$ cat config.mk
export PLATFORM = sky130hd
export DESIGN_NAME = irc_format_code_stripper
export DESIGN_NICKNAME = d
export VERILOG_FILES = /design/src/rtl/ircfs_pkg.sv /design/src/rtl/ircfs_front.sv /design/src/rtl/ircfs_queue.sv /design/src/rtl/ircfs_back.sv /design/src/rtl/irc_format_code_stripper.sv
export SDC_FILE = /design/constraint.sdc
export NUM_CORES = 1
export LEC_CHECK = 0
export ABC_AREA = 1
export BUFFER_PORTS_ARGS = -buffer_cell sky130_fd_sc_hd__buf_2
export CORE_UTILIZATION = 46
export DETAILED_ROUTE_END_ITERATION = 7
export HOLD_SLACK_MARGIN = 0.1
export PLACE_DENSITY_LB_ADDON = 0.15
export SLEW_MARGIN = 0
export SYNTH_ARGS = -nofsm -noshare
export SYNTH_HDL_FRONTEND = slang
export SYNTH_SLANG_ARGS = --single-unit
export TNS_END_PERCENT = 1
$ cat constraint.sdc
create_clock -name clk -period 6.3 [get_ports clk]
set_input_delay 1.26 -clock clk [delete_from_list [all_inputs] [get_ports clk]]
set_output_delay 1.26 -clock clk [all_outputs]
set_load 0.02 [all_outputs]
$ cat src/rtl/ircfs_pkg.sv
// Package for the chat text code stripper: parser phases, queue entry type,
// character constants and classification helpers. No dependencies.
package ircfs_pkg;

  typedef enum logic [2:0] {
    PH_NORMAL = 3'd0,
    PH_CODE   = 3'd1,
    PH_FG1    = 3'd2,
    PH_FG2    = 3'd3,
    PH_COMMA  = 3'd4,
    PH_BG1    = 3'd5
  } phase_t;

  // One queued action: an optional leading comma, then the main byte.
  typedef struct packed {
    logic       lead;
    logic [7:0] main;
  } op_t;

  localparam int unsigned QDEPTH = 4;

  localparam logic [7:0] CH_COLOUR  = 8'h03;
  localparam logic [7:0] CH_BOLD    = 8'h02;
  localparam logic [7:0] CH_PLAIN   = 8'h0F;
  localparam logic [7:0] CH_REVERSE = 8'h12;
  localparam logic [7:0] CH_ULINE2  = 8'h15;
  localparam logic [7:0] CH_ULINE   = 8'h1F;
  localparam logic [7:0] CH_MAXTEXT = 8'h7F;
  localparam logic [7:0] CH_COMMA   = 8'h2C;
  localparam logic [7:0] CH_DOT     = 8'h2E;
  localparam logic [7:0] CH_NL      = 8'h0A;
  localparam logic [7:0] CH_ZERO    = 8'h30;
  localparam logic [7:0] CH_NINE    = 8'h39;

  function automatic logic is_digit(input logic [7:0] c);
    return (c >= CH_ZERO) && (c <= CH_NINE);
  endfunction

  function automatic logic is_fmt(input logic [7:0] c);
    return (c == CH_BOLD) || (c == CH_PLAIN) || (c == CH_REVERSE) ||
           (c == CH_ULINE2) || (c == CH_ULINE);
  endfunction

endpackage

$ cat src/rtl/ircfs_front.sv
// Front end: accepts input beats, runs the colour-code parser and pushes
// one action per beat that yields output. Depends on ircfs_pkg.
module ircfs_front (
  input  logic             clk,
  input  logic             rst_n,
  input  logic             cfg_wr_en,
  input  logic             cfg_wr_data,
  input  logic             in_valid,
  input  logic             in_stall,
  input  logic [7:0]       in_char_in,
  input  logic             in_end_of_line,
  output logic             push,
  output ircfs_pkg::op_t   push_op
);
  import ircfs_pkg::*;

  logic   filter_en_r;
  phase_t phase_r, phase_nxt;
  logic   accept;
  logic   plain, lead, emit;
  logic [7:0] emit_b;

  assign accept = in_valid && !in_stall;

  always_ff @(posedge clk) begin
    if (!rst_n) begin
      filter_en_r <= 1'b1;
      phase_r     <= PH_NORMAL;
    end else begin
      if (cfg_wr_en) filter_en_r <= cfg_wr_data;
      if (accept) phase_r <= phase_nxt;
    end
  end

  always_comb begin
    phase_nxt = phase_r;
    plain     = 1'b0;
    lead      = 1'b0;
    emit      = 1'b0;
    emit_b    = in_char_in;
    if (in_end_of_line) begin
      lead      = (phase_r == PH_COMMA);
      emit      = 1'b1;
      emit_b    = CH_NL;
      phase_nxt = PH_NORMAL;
    end else begin
      if (!filter_en_r) begin
        lead      = (phase_r == PH_COMMA);
        phase_nxt = PH_NORMAL;
        plain     = 1'b1;
      end else begin
        case (phase_r)
          PH_CODE: begin
            if (is_digit(in_char_in)) phase_nxt = PH_FG1;
            else begin
              phase_nxt = PH_NORMAL;
              plain     = 1'b1;
            end
          end
          PH_FG1, PH_FG2: begin
            if (phase_r == PH_FG1 && is_digit(in_char_in)) phase_nxt = PH_FG2;
            else if (in_char_in == CH_COMMA) phase_nxt = PH_COMMA;
            else begin
              phase_nxt = PH_NORMAL;
              plain     = 1'b1;
            end
          end
          PH_COMMA: begin
            if (is_digit(in_char_in)) phase_nxt = PH_BG1;
            else begin
              lead      = 1'b1;
              phase_nxt = PH_NORMAL;
              plain     = 1'b1;
            end
          end
          PH_BG1: begin
            phase_nxt = PH_NORMAL;
            plain     = !is_digit(in_char_in);
          end
          default: begin
            phase_nxt = PH_NORMAL;
            plain     = 1'b1;
          end
        endcase
      end
      if (plain) begin
        if (in_char_in > CH_MAXTEXT) begin
          emit   = 1'b1;
          emit_b = CH_DOT;
        end else if (filter_en_r && in_char_in == CH_COLOUR) begin
          phase_nxt = PH_CODE;
        end else if (!(filter_en_r && is_fmt(in_char_in))) begin
          emit = 1'b1;
        end
      end
    end
  end

  // A lone held comma travels as the main byte.
  always_comb begin
    push_op.lead = emit && lead;
    push_op.main = emit ? emit_b : CH_COMMA;
  end

  assign push = accept && (emit || lead);

endmodule

$ cat src/rtl/ircfs_queue.sv
// Short FIFO of parser actions between front and back end.
// Depends on ircfs_pkg.
module ircfs_queue #(
  parameter int unsigned DEPTH = ircfs_pkg::QDEPTH
) (
  input  logic           clk,
  input  logic           rst_n,
  input  logic           push,
  input  ircfs_pkg::op_t push_op,
  input  logic           pop,
  output ircfs_pkg::op_t head_op,
  output logic           full,
  output logic           empty
);
  import ircfs_pkg::*;

  localparam int unsigned PW = (DEPTH > 1) ? $clog2(DEPTH) : 1;
  localparam int unsigned CW = $clog2(DEPTH + 1);
  localparam logic [PW-1:0] PLAST = PW'(DEPTH - 1);
  localparam logic [CW-1:0] CFULL = CW'(DEPTH);

  op_t           mem_r [DEPTH];
  logic [PW-1:0] wp_r, rp_r;
  logic [CW-1:0] cnt_r;
  logic          do_push, do_pop;

  assign full    = (cnt_r == CFULL);
  assign empty   = (cnt_r == '0);
  assign do_push = push && !full;
  assign do_pop  = pop && !empty;
  assign head_op = mem_r[rp_r];

  always_ff @(posedge clk) begin
    if (do_push) mem_r[wp_r] <= push_op;
  end

  always_ff @(posedge clk) begin
    if (!rst_n) begin
      wp_r  <= '0;
      rp_r  <= '0;
      cnt_r <= '0;
    end else begin
      if (do_push) wp_r <= (wp_r == PLAST) ? '0 : wp_r + 1'b1;
      if (do_pop)  rp_r <= (rp_r == PLAST) ? '0 : rp_r + 1'b1;
      if (do_push && !do_pop) cnt_r <= cnt_r + 1'b1;
      else if (do_pop && !do_push) cnt_r <= cnt_r - 1'b1;
    end
  end

`ifndef SYNTHESIS
  a_cnt_range: assert property (@(posedge clk) disable iff (!rst_n) cnt_r <= CFULL)
    else $error("queue count out of range");
  a_no_overflow: assert property (@(posedge clk) disable iff (!rst_n) !(push && full))
    else $error("push into full queue");
  a_no_underflow: assert property (@(posedge clk) disable iff (!rst_n) !(pop && empty))
    else $error("pop from empty queue");
`endif

endmodule

$ cat src/rtl/ircfs_back.sv
// Back end: expands queued actions into output beats through an output
// register. Depends on ircfs_pkg.
module ircfs_back (
  input  logic           clk,
  input  logic           rst_n,
  input  ircfs_pkg::op_t head_op,
  input  logic           empty,
  output logic           pop,
  input  logic           out_stall,
  output logic           out_valid,
  output logic [7:0]     out_char_out,
  output logic           out_last_of_run
);
  import ircfs_pkg::*;

  logic       out_valid_r, out_valid_nxt;
  logic [7:0] char_r, char_nxt;
  logic       last_r, last_nxt;
  logic       sent_r, sent_nxt;
  logic       ld;

  assign ld = !out_valid_r || !out_stall;

  always_comb begin
    out_valid_nxt = out_valid_r;
    char_nxt      = char_r;
    last_nxt      = last_r;
    sent_nxt      = sent_r;
    pop           = 1'b0;
    if (ld) begin
      out_valid_nxt = !empty;
      if (!empty) begin
        if (head_op.lead && !sent_r) begin
          char_nxt = CH_COMMA;
          last_nxt = 1'b0;
          sent_nxt = 1'b1;
        end else begin
          char_nxt = head_op.main;
          last_nxt = 1'b1;
          sent_nxt = 1'b0;
          pop      = 1'b1;
        end
      end
    end
  end

  always_ff @(posedge clk) begin
    if (!rst_n) begin
      out_valid_r <= 1'b0;
      sent_r      <= 1'b0;
    end else begin
      out_valid_r <= out_valid_nxt;
      sent_r      <= sent_nxt;
    end
  end

  always_ff @(posedge clk) begin
    char_r <= char_nxt;
    last_r <= last_nxt;
  end

  assign out_valid       = out_valid_r;
  assign out_char_out    = char_r;
  assign out_last_of_run = last_r;

`ifndef SYNTHESIS
  a_lead_follows: assert property (@(posedge clk) disable iff (!rst_n)
    out_valid_r && !out_stall && !last_r |=> out_valid_r && last_r)
    else $error("held comma not followed by its byte");
  a_sent_only_early: assert property (@(posedge clk) disable iff (!rst_n)
    sent_r |-> out_valid_r && !last_r && char_r == CH_COMMA)
    else $error("comma flag set without a comma beat");
  a_sent_has_head: assert property (@(posedge clk) disable iff (!rst_n)
    sent_r |-> !empty)
    else $error("comma flag set with no queued action");
`endif

endmodule

$ cat src/rtl/irc_format_code_stripper.sv
// Top level of the chat text code stripper: front parser, action queue and
// output back end. Depends on ircfs_pkg, ircfs_front, ircfs_queue, ircfs_back.
//
// Usage:
//   Input channel in_valid/in_stall carries one text byte (in_char_in) or an
//   end-of-line mark (in_end_of_line) per beat. Output channel
//   out_valid/out_stall carries displayable bytes; out_last_of_run marks the
//   final byte caused by one input beat. Input beats that cause nothing
//   (dropped codes and digits) give no output beat.
//   cfg_wr_en/cfg_wr_data writes filter_enable (1 strips colour and format
//   codes); write it only while the block is idle.
//   Each parser action is written into the queue, then loaded into the output register.
//   Throughput: one input beat per cycle while in_stall is low; a beat that
//   releases a held comma along with its own byte yields two output beats, so the output side sets the pace then.
//   The queue of QDEPTH actions lets the parser keep accepting while the
//   receiver stalls; in_stall rises only when the queue is full.
//   Synchronous reset sets filter_enable to 1, the parser to plain text and
//   empties the queue and output register.
module irc_format_code_stripper #(
  parameter int unsigned QDEPTH = ircfs_pkg::QDEPTH
) (
  input  logic       clk,
  input  logic       rst_n,
  input  logic       cfg_wr_en,
  input  logic       cfg_wr_data,
  input  logic       in_valid,
  output logic       in_stall,
  input  logic [7:0] in_char_in,
  input  logic       in_end_of_line,
  output logic       out_valid,
  input  logic       out_stall,
  output logic [7:0] out_char_out,
  output logic       out_last_of_run
);
  import ircfs_pkg::*;

  logic push, pop, full, empty;
  op_t  push_op, head_op;

  assign in_stall = full;

  ircfs_front u_front (
    .clk            (clk),
    .rst_n          (rst_n),
    .cfg_wr_en      (cfg_wr_en),
    .cfg_wr_data    (cfg_wr_data),
    .in_valid       (in_valid),
    .in_stall       (full),
    .in_char_in     (in_char_in),
    .in_end_of_line (in_end_of_line),
    .push           (push),
    .push_op        (push_op)
  );

  ircfs_queue #(.DEPTH(QDEPTH)) u_queue (
    .clk     (clk),
    .rst_n   (rst_n),
    .push    (push),
    .push_op (push_op),
    .pop     (pop),
    .head_op (head_op),
    .full    (full),
    .empty   (empty)
  );

  ircfs_back u_back (
    .clk             (clk),
    .rst_n           (rst_n),
    .head_op         (head_op),
    .empty           (empty),
    .pop             (pop),
    .out_stall       (out_stall),
    .out_valid       (out_valid),
    .out_char_out    (out_char_out),
    .out_last_of_run (out_last_of_run)
  );

endmodule
; ---- Word level (Yosys, flattened, before mapping)
; Memories as Yosys holds them, arrays and structs flattened. A register that Yosys moved wholly into a read port is not among the register bits.
; Cells that the tools add are included.
[classes]
addsub = 4
mul = 0
n_div = 0
order_cmp = 3
eq_ne = 15
shift = 0
mux = 40
bitwise = 1
n_reduce_logical = 31
[ops]
columns = operator, n
row1 = two-way mux 8 bit, 4
row2 = two-way mux 3 bit, 10
row3 = == test 8 x 5 -> 1 bit (second input constant), 3
row4 = two-way mux 1 bit, 19
row5 = == test 8 x 2 -> 1 bit (second input constant), 2
row6 = logical AND 1 bit, 12
row7 = two-way mux 2 bit, 5
row8 = == test 3 bit (second input constant), 3
row9 = case mux 3 bit (3 select lines), 1
row10 = == test 8 x 4 -> 1 bit (second input constant), 1
row11 = == test 8 x 6 -> 1 bit (second input constant), 1
row12 = >= comparator 8 x 6 -> 1 bit (second input constant), 1
row13 = greater-than comparator 8 x 7 -> 1 bit (second input constant), 1
row14 = less-or-equal comparator 8 x 6 -> 1 bit (second input constant), 1
row15 = logical NOT 1 bit, 8
row16 = == test 3 x 2 -> 1 bit (second input constant), 2
row17 = logical OR 1 bit, 6
row18 = adder 2 x 1 -> 2 bit (second input constant), 2
row19 = == test 2 bit (second input constant), 2
row20 = OR reduction 2 bit, 2
row21 = adder 3 x 1 -> 3 bit (second input constant), 1
row22 = == test 3 x 1 -> 1 bit (second input constant), 1
row23 = logical NOT 3 bit, 1
row24 = case mux 1 bit (3 select lines), 1
row25 = other kinds (4), 4
[word_totals]
regBits = 22
latch_bits = 0
mem_bits_rw = 36
rom_bits = 0
input_bits = 15
out_inout_bits = 11
elab_cells = 104
mem_count = 1
[memory_table]
columns = memory, words, word_bits, read_ports, rd_clocked_by_memory_dff, wr, line
row1 = u_queue.mem_r, 4, 9, 1, 1, 1, ircfs_queue.sv:22  ; op_t mem_r [DEPTH];

; ---- Logic depth before layout (Yosys ltp)
[depth]
word_depth = 18
mapped_depth = 18
depth_no_buf = 18

; ---- Cells and area by module
; From an unflattened synthesis, not the netlist that was laid out.
[unflattened]
cells_unflattened = 294
hier_area_um2 = 2906.5
[modules_own_cells]
columns = module, n_inst, cells_per_inst, area_each_um2
row1 = ircfs_queue, 1, 158, 1954.4
row2 = ircfs_front, 1, 100, 524.3
row3 = ircfs_back, 1, 36, 427.9

; ---- Worst setup path before layout
; OpenSTA, ideal clock, no wires.
[synth_path]
path_type = in2reg
start = in in_char_in[6]
end = reg u_queue.cnt_r[2]
setup_ps = 122
arrival_ps = 2935
t_required_ps = 6178
setup_slack_ps = 3242
cell_stages = 17
path_cell_list = inv_1 -> nand2_2 -> nor2_2 -> a21oi_1 -> nor2_2 -> nand2_2 -> nand2_4 -> nand3_4 -> nand2_4 -> inv_2 -> ha_1 -> inv_1 -> fa_1 -> a21oi_1 -> o21ai_0 -> o21ai_0 -> a21oi_1
[synth_via]
elab_chain_len = 17
elab_cells_between_ends = 41
classes_between = order compare (3) / eq/ne (7) / mux (15) / reduce/logical (16)
[synth_rtl]
columns = element, line
row1 = "start, declared", irc_format_code_stripper.sv:28  ; input logic [7:0] in_char_in,
row2 = "parallel branches: the longest is 11 deep, another holds >= comparator 8 x 6 -> 1 bit", n/a
row3 = logical OR 1 bit (*), ircfs_front.sv:105  ; assign push = accept && (emit || lead);
row4 = logical AND 1 bit (*), ircfs_front.sv:105
row5 = logical AND 1 bit (*), ircfs_queue.sv:29  ; assign do_push = push && !full;
row6 = net u_queue.do_push, ircfs_queue.sv:25  ; logic do_push, do_pop;
row7 = logical NOT 1 bit, ircfs_queue.sv:46  ; else if (do_pop && !do_push) cnt_r <= cnt_r - 1'b1;
row8 = logical AND 1 bit, ircfs_queue.sv:46
row9 = nonzero test 2 bit (no source line), n/a
row10 = "end signal, assigned", ircfs_queue.sv:45  ; if (do_push && !do_pop) cnt_r <= cnt_r + 1'b1;
row11 = "end signal, assigned", ircfs_queue.sv:46
row12 = "end, declared", ircfs_queue.sv:24  ; logic [CW-1:0] cnt_r;
; Mark *: on every way through the listed nets, which the timed path passes. The select of a mux whose other input is x is not followed.
; A chain may end at the register's enable or synchronous reset.

; ---- Worst setup path after layout
[layout_path]
start = in in_char_in[7]
end = reg u_queue.cnt_r[2]
; Same word-level chain as after synthesis.

==> impl_metrics.json <==
{
  "outcome": "completed",
  "viasPerCell": 5.12,
  "drv_cap": 0,
  "min_to": "u_queue.cnt_r[2]$_SDFFE_PN0P_",
  "final_util_pct": 55.0,
  "power_leakage_nw": 1.26,
  "die_height_um": 79.3,
  "dieWidth_um": 79.3,
  "cts_sinks": 60,
  "synthArstFlopShare_pct": 0,
  "synth-xor-area-share_pct": 0,
  "synth_edf_count": 45,
  "critical_path_class": "in2reg",
  "seqPwrFrac_pct": 46.5,
  "r2r_cells": 9,
  "crit_path_end_kind": "flip-flop",
  "cp_num_buf_inv": 4,
  "slew_violations": 0,
  "antenna_found_initial": 0,
  "insertion_delay_ps": 330,
  "cpPeakStageDelay_ps": 430,
  "min-delay-start": "u_queue.cnt_r[2]$_SDFFE_PN0P_",
  "wl_met1_um": 2400,
  "yosys.area.top_type": "edfxtp_1",
  "final_area_mm2": 0.00310,
  "reg2reg_slack_ps": 3420,
  "drc_errors": 0,
  "cts_resized": 0,
  "core_region_area_mm2": 0.00564,
  "drt-initial-drc-count": 83,
  "seq_area_mm2": 0.00165,
  "firstDrtPassIters": 4,
  "pre_cts_slack_ps": 2910,
  "start_kind": "input port",
  "fillerInstances": 498,
  "syn_avg_cell_area_um2": 10.4,
  "grtUsageTotal_pct": 18.4,
  "place_area_mm2": 0.00293,
  "synth_fa_ha_area_share_pct": 3.46,
  "hold_buffers": 0,
  "finalHoldViolCount": 0,
  "peakVddDrop_uv": 151,
  "h-tree-depth": 3,
  "num_io_pins": 26,
  "drtAntennaViolNets": 0,
  "p_switching_w": 0.000426,
  "clockBufferDepth": 2,
  "hold_depth": 2,
  "synth_area_mm2": 0.00275,
  "vias": 1911,
  "hp-class": "reg2reg",
  "cpMaxStageDelayCell": "fa_1",
  "synth_top_area_share_pct": 49.2,
  "grt_max_degree": 20,
  "worst_pin_slew_ps": 921,
  "grt_pass1_wl_um": 8410,
  "antenna-diode-count": 0,
  "clockRootBuffer": "clkbuf_8",
  "routed_wl_um": 5080,
  "max_freq_mhz": 325,
  "yosys.area_share.simple_pct": 17.6,
  "ys_seq_area_share_pct": 60.2,
  "synth_cell_types": 36,
  "port-buffer-count": 25,
  "setup_ws_ps": 3220,
  "clk_pin_slew_ps": 60,
  "cts_tree": "done",
  "yosysWarningCount": 0,
  "rsz0062_at_grt": "false",
  "sw_frac_of_total_pct": 34.1,
  "synthTopCellsByArea": "edfxtp_1 (49%), dfxtp_1 (11%), nor2_1 (4.9%), nand2_1 (4.8%), inv_1 (3.8%)",
  "worstPathMaxFanout": 7,
  "nets": 319,
  "layout_worst_path_cycle_share_pct": 48.9,
  "post_cts_buffers": 0,
  "totalNegativeSetupSlack_ps": 0,
  "initial_core_util_pct": 48.7,
  "synthFlopType": "edfxtp_1",
  "dpl.hpwl_um": 3450,
  "min_period_ps": 3080,
  "cp_cell_sequence": "buf_2, inv_2, nand2_2, nand2_1, nand2_1, o21ai_1, nand3_1, nand2_4, nand3_4, nand2_4, inv_2, ha_1, inv_1, fa_1, a21oi_1, o21ai_0, o21ai_0, a21oi_1",
  "num_rows": 27,
  "area_growth_pct": 12.9,
  "wl_met2_um": 2410,
  "ys_ff_latch": 60,
  "crit_required_ps": 6510,
  "synth_top_family_by_area": "simple AND/OR/NAND/NOR gates",
  "cts_made_buffers": 9,
  "multiInputGateArea_um2": 926,
  "power.density_mw_per_mm2": 403,
  "syn-instance-count": 265,
  "muxShareOfSynthArea_pct": 1.09,
  "cp_top_family": "simple AND/OR/NAND/NOR gates",
  "routabilityCongestion": 0.860,
  "internal_power_w": 0.000822,
  "power_frac_clock_pct": 25.0,
  "setup_viol": 0,
  "synth_common_cells": "edfxtp_1 (45), nor2_1 (36), nand2_1 (35), inv_1 (28), o21ai_0 (21)",
  "hold_ws_ps": 502,
  "top_layer": "met4",
  "pwr-share-comb_pct": 28.5,
  "synth-compound-area-share_pct": 11.0,
  "drive_gt1_share_pct": 19.6,
  "met3WireLength_um": 203,
  "cp.arrival_ps": 3290,
  "yosysMostFrequentCell": "edfxtp_1",
  "grt_overflow": 0,
  "wl_per_cell_um": 13.6,
  "slew_headroom_pct": 38.3,
  "fin_worst_skew_ps": 6.15,
  "grt_pass1_vias": 1790,
  "fp.dieArea_mm2": 0.00628,
  "worstReg2RegEnd": "u_queue.cnt_r[1]$_SDFFE_PN0P_"
}
-- logic make-up (layout without fill, tap and decap cells) --
group | Yosys count | in the layout
AO/OA/AOI/OAI | 50 | 50
AND/OR/NAND/NOR | 101 | 101
buffers and inverters | 43 | 76
other | 1 | 4
flip-flops | 60 | 60
adder cells (fa/ha/maj) | 7 | 7
multiplexers | 3 | 3
-- worst register-to-register path, cell delays in order, from the launching register on --
cell and delay, ps:
dfxtp_1 780, inv_2 290, o21ai_0 230, a21o_1 390, nand2_2 140, ha_1 220
inv_1 100, fa_1 390, o21ai_0 170, a21oi_1 50
-- final cells by class --
cell class              count  share of cell area [%]
multi-input cells         165                    29.9
repair buffers             25                    4.04
clock buffers              11                    4.24
flip-flops and latches     60                    53.3
well taps                  72                    2.91
clock inverters             4                    1.33
inverters                  36                    4.36
-- flip-flops by register name, summed over array words and instances, names as in the netlist, named ones only --
signal                  cells
u_back.sent_r               1
u_front.phase_r             3
u_back.out_last_of_run      1
u_front.filter_en_r         1
u_queue.mem_r              36
u_queue.rp_r                2
u_queue.cnt_r               3
u_back.out_valid            1
u_queue.wp_r                2
u_back.out_char_out         8
-- routing by layer --
metal	track usage, %	vias to the layer above
li1	-	970
met1	23.6	890
met2	29.1	44
met3	4.14	7
met4	9.82	0
met5	0	-
-- per-stage QoR --
stage	instances	total power [W]
CTS	373	0.00126
global placement	358	0.000938
global route	373	0.00133
detailed placement	358	0.000947
finish	373	0.00125
floorplan	268	0.000856
-- how the worst max path moves through the flow --
stage	slack [ps]	cells after the start	to	start
2_1_floorplan	3240	17	u_queue.cnt_r[2]$_SDFFE_PN0P_	in_char_in[6]
3_3_place_gp	2980	18	u_queue.cnt_r[2]$_SDFFE_PN0P_	in_char_in[7]
3_5_place_dp	2910	18	u_queue.cnt_r[2]$_SDFFE_PN0P_	in_char_in[7]
4_1_cts	3260	18	u_queue.cnt_r[2]$_SDFFE_PN0P_	in_char_in[7]
5_1_grt	3030	18	u_queue.cnt_r[2]$_SDFFE_PN0P_	in_char_in[7]
6_report	3220	18	u_queue.cnt_r[2]$_SDFFE_PN0P_	in_char_in[7]
-- power groups by stage --
stage               sequential, W  combinational, W  clock (W)
floorplan                0.000602          0.000254          0
global placement         0.000587          0.000351          0
detailed placement       0.000589          0.000357          0
CTS                      0.000582          0.000360   0.000320
global route             0.000592          0.000401   0.000336
finish                   0.000580          0.000356   0.000313
-- cell usage in the layout (no fill, tap or decap), types with 7 or more instances in the layout --
master and n:
o21ai_0 21, a21oi_1 10, dfxtp_1 15, inv_1 28, inv_2 7, nand2_1 35
buf_2 25, clkbuf_8 9, edfxtp_1 45, nor2_1 36
Power figures use the tool's default switching activity.
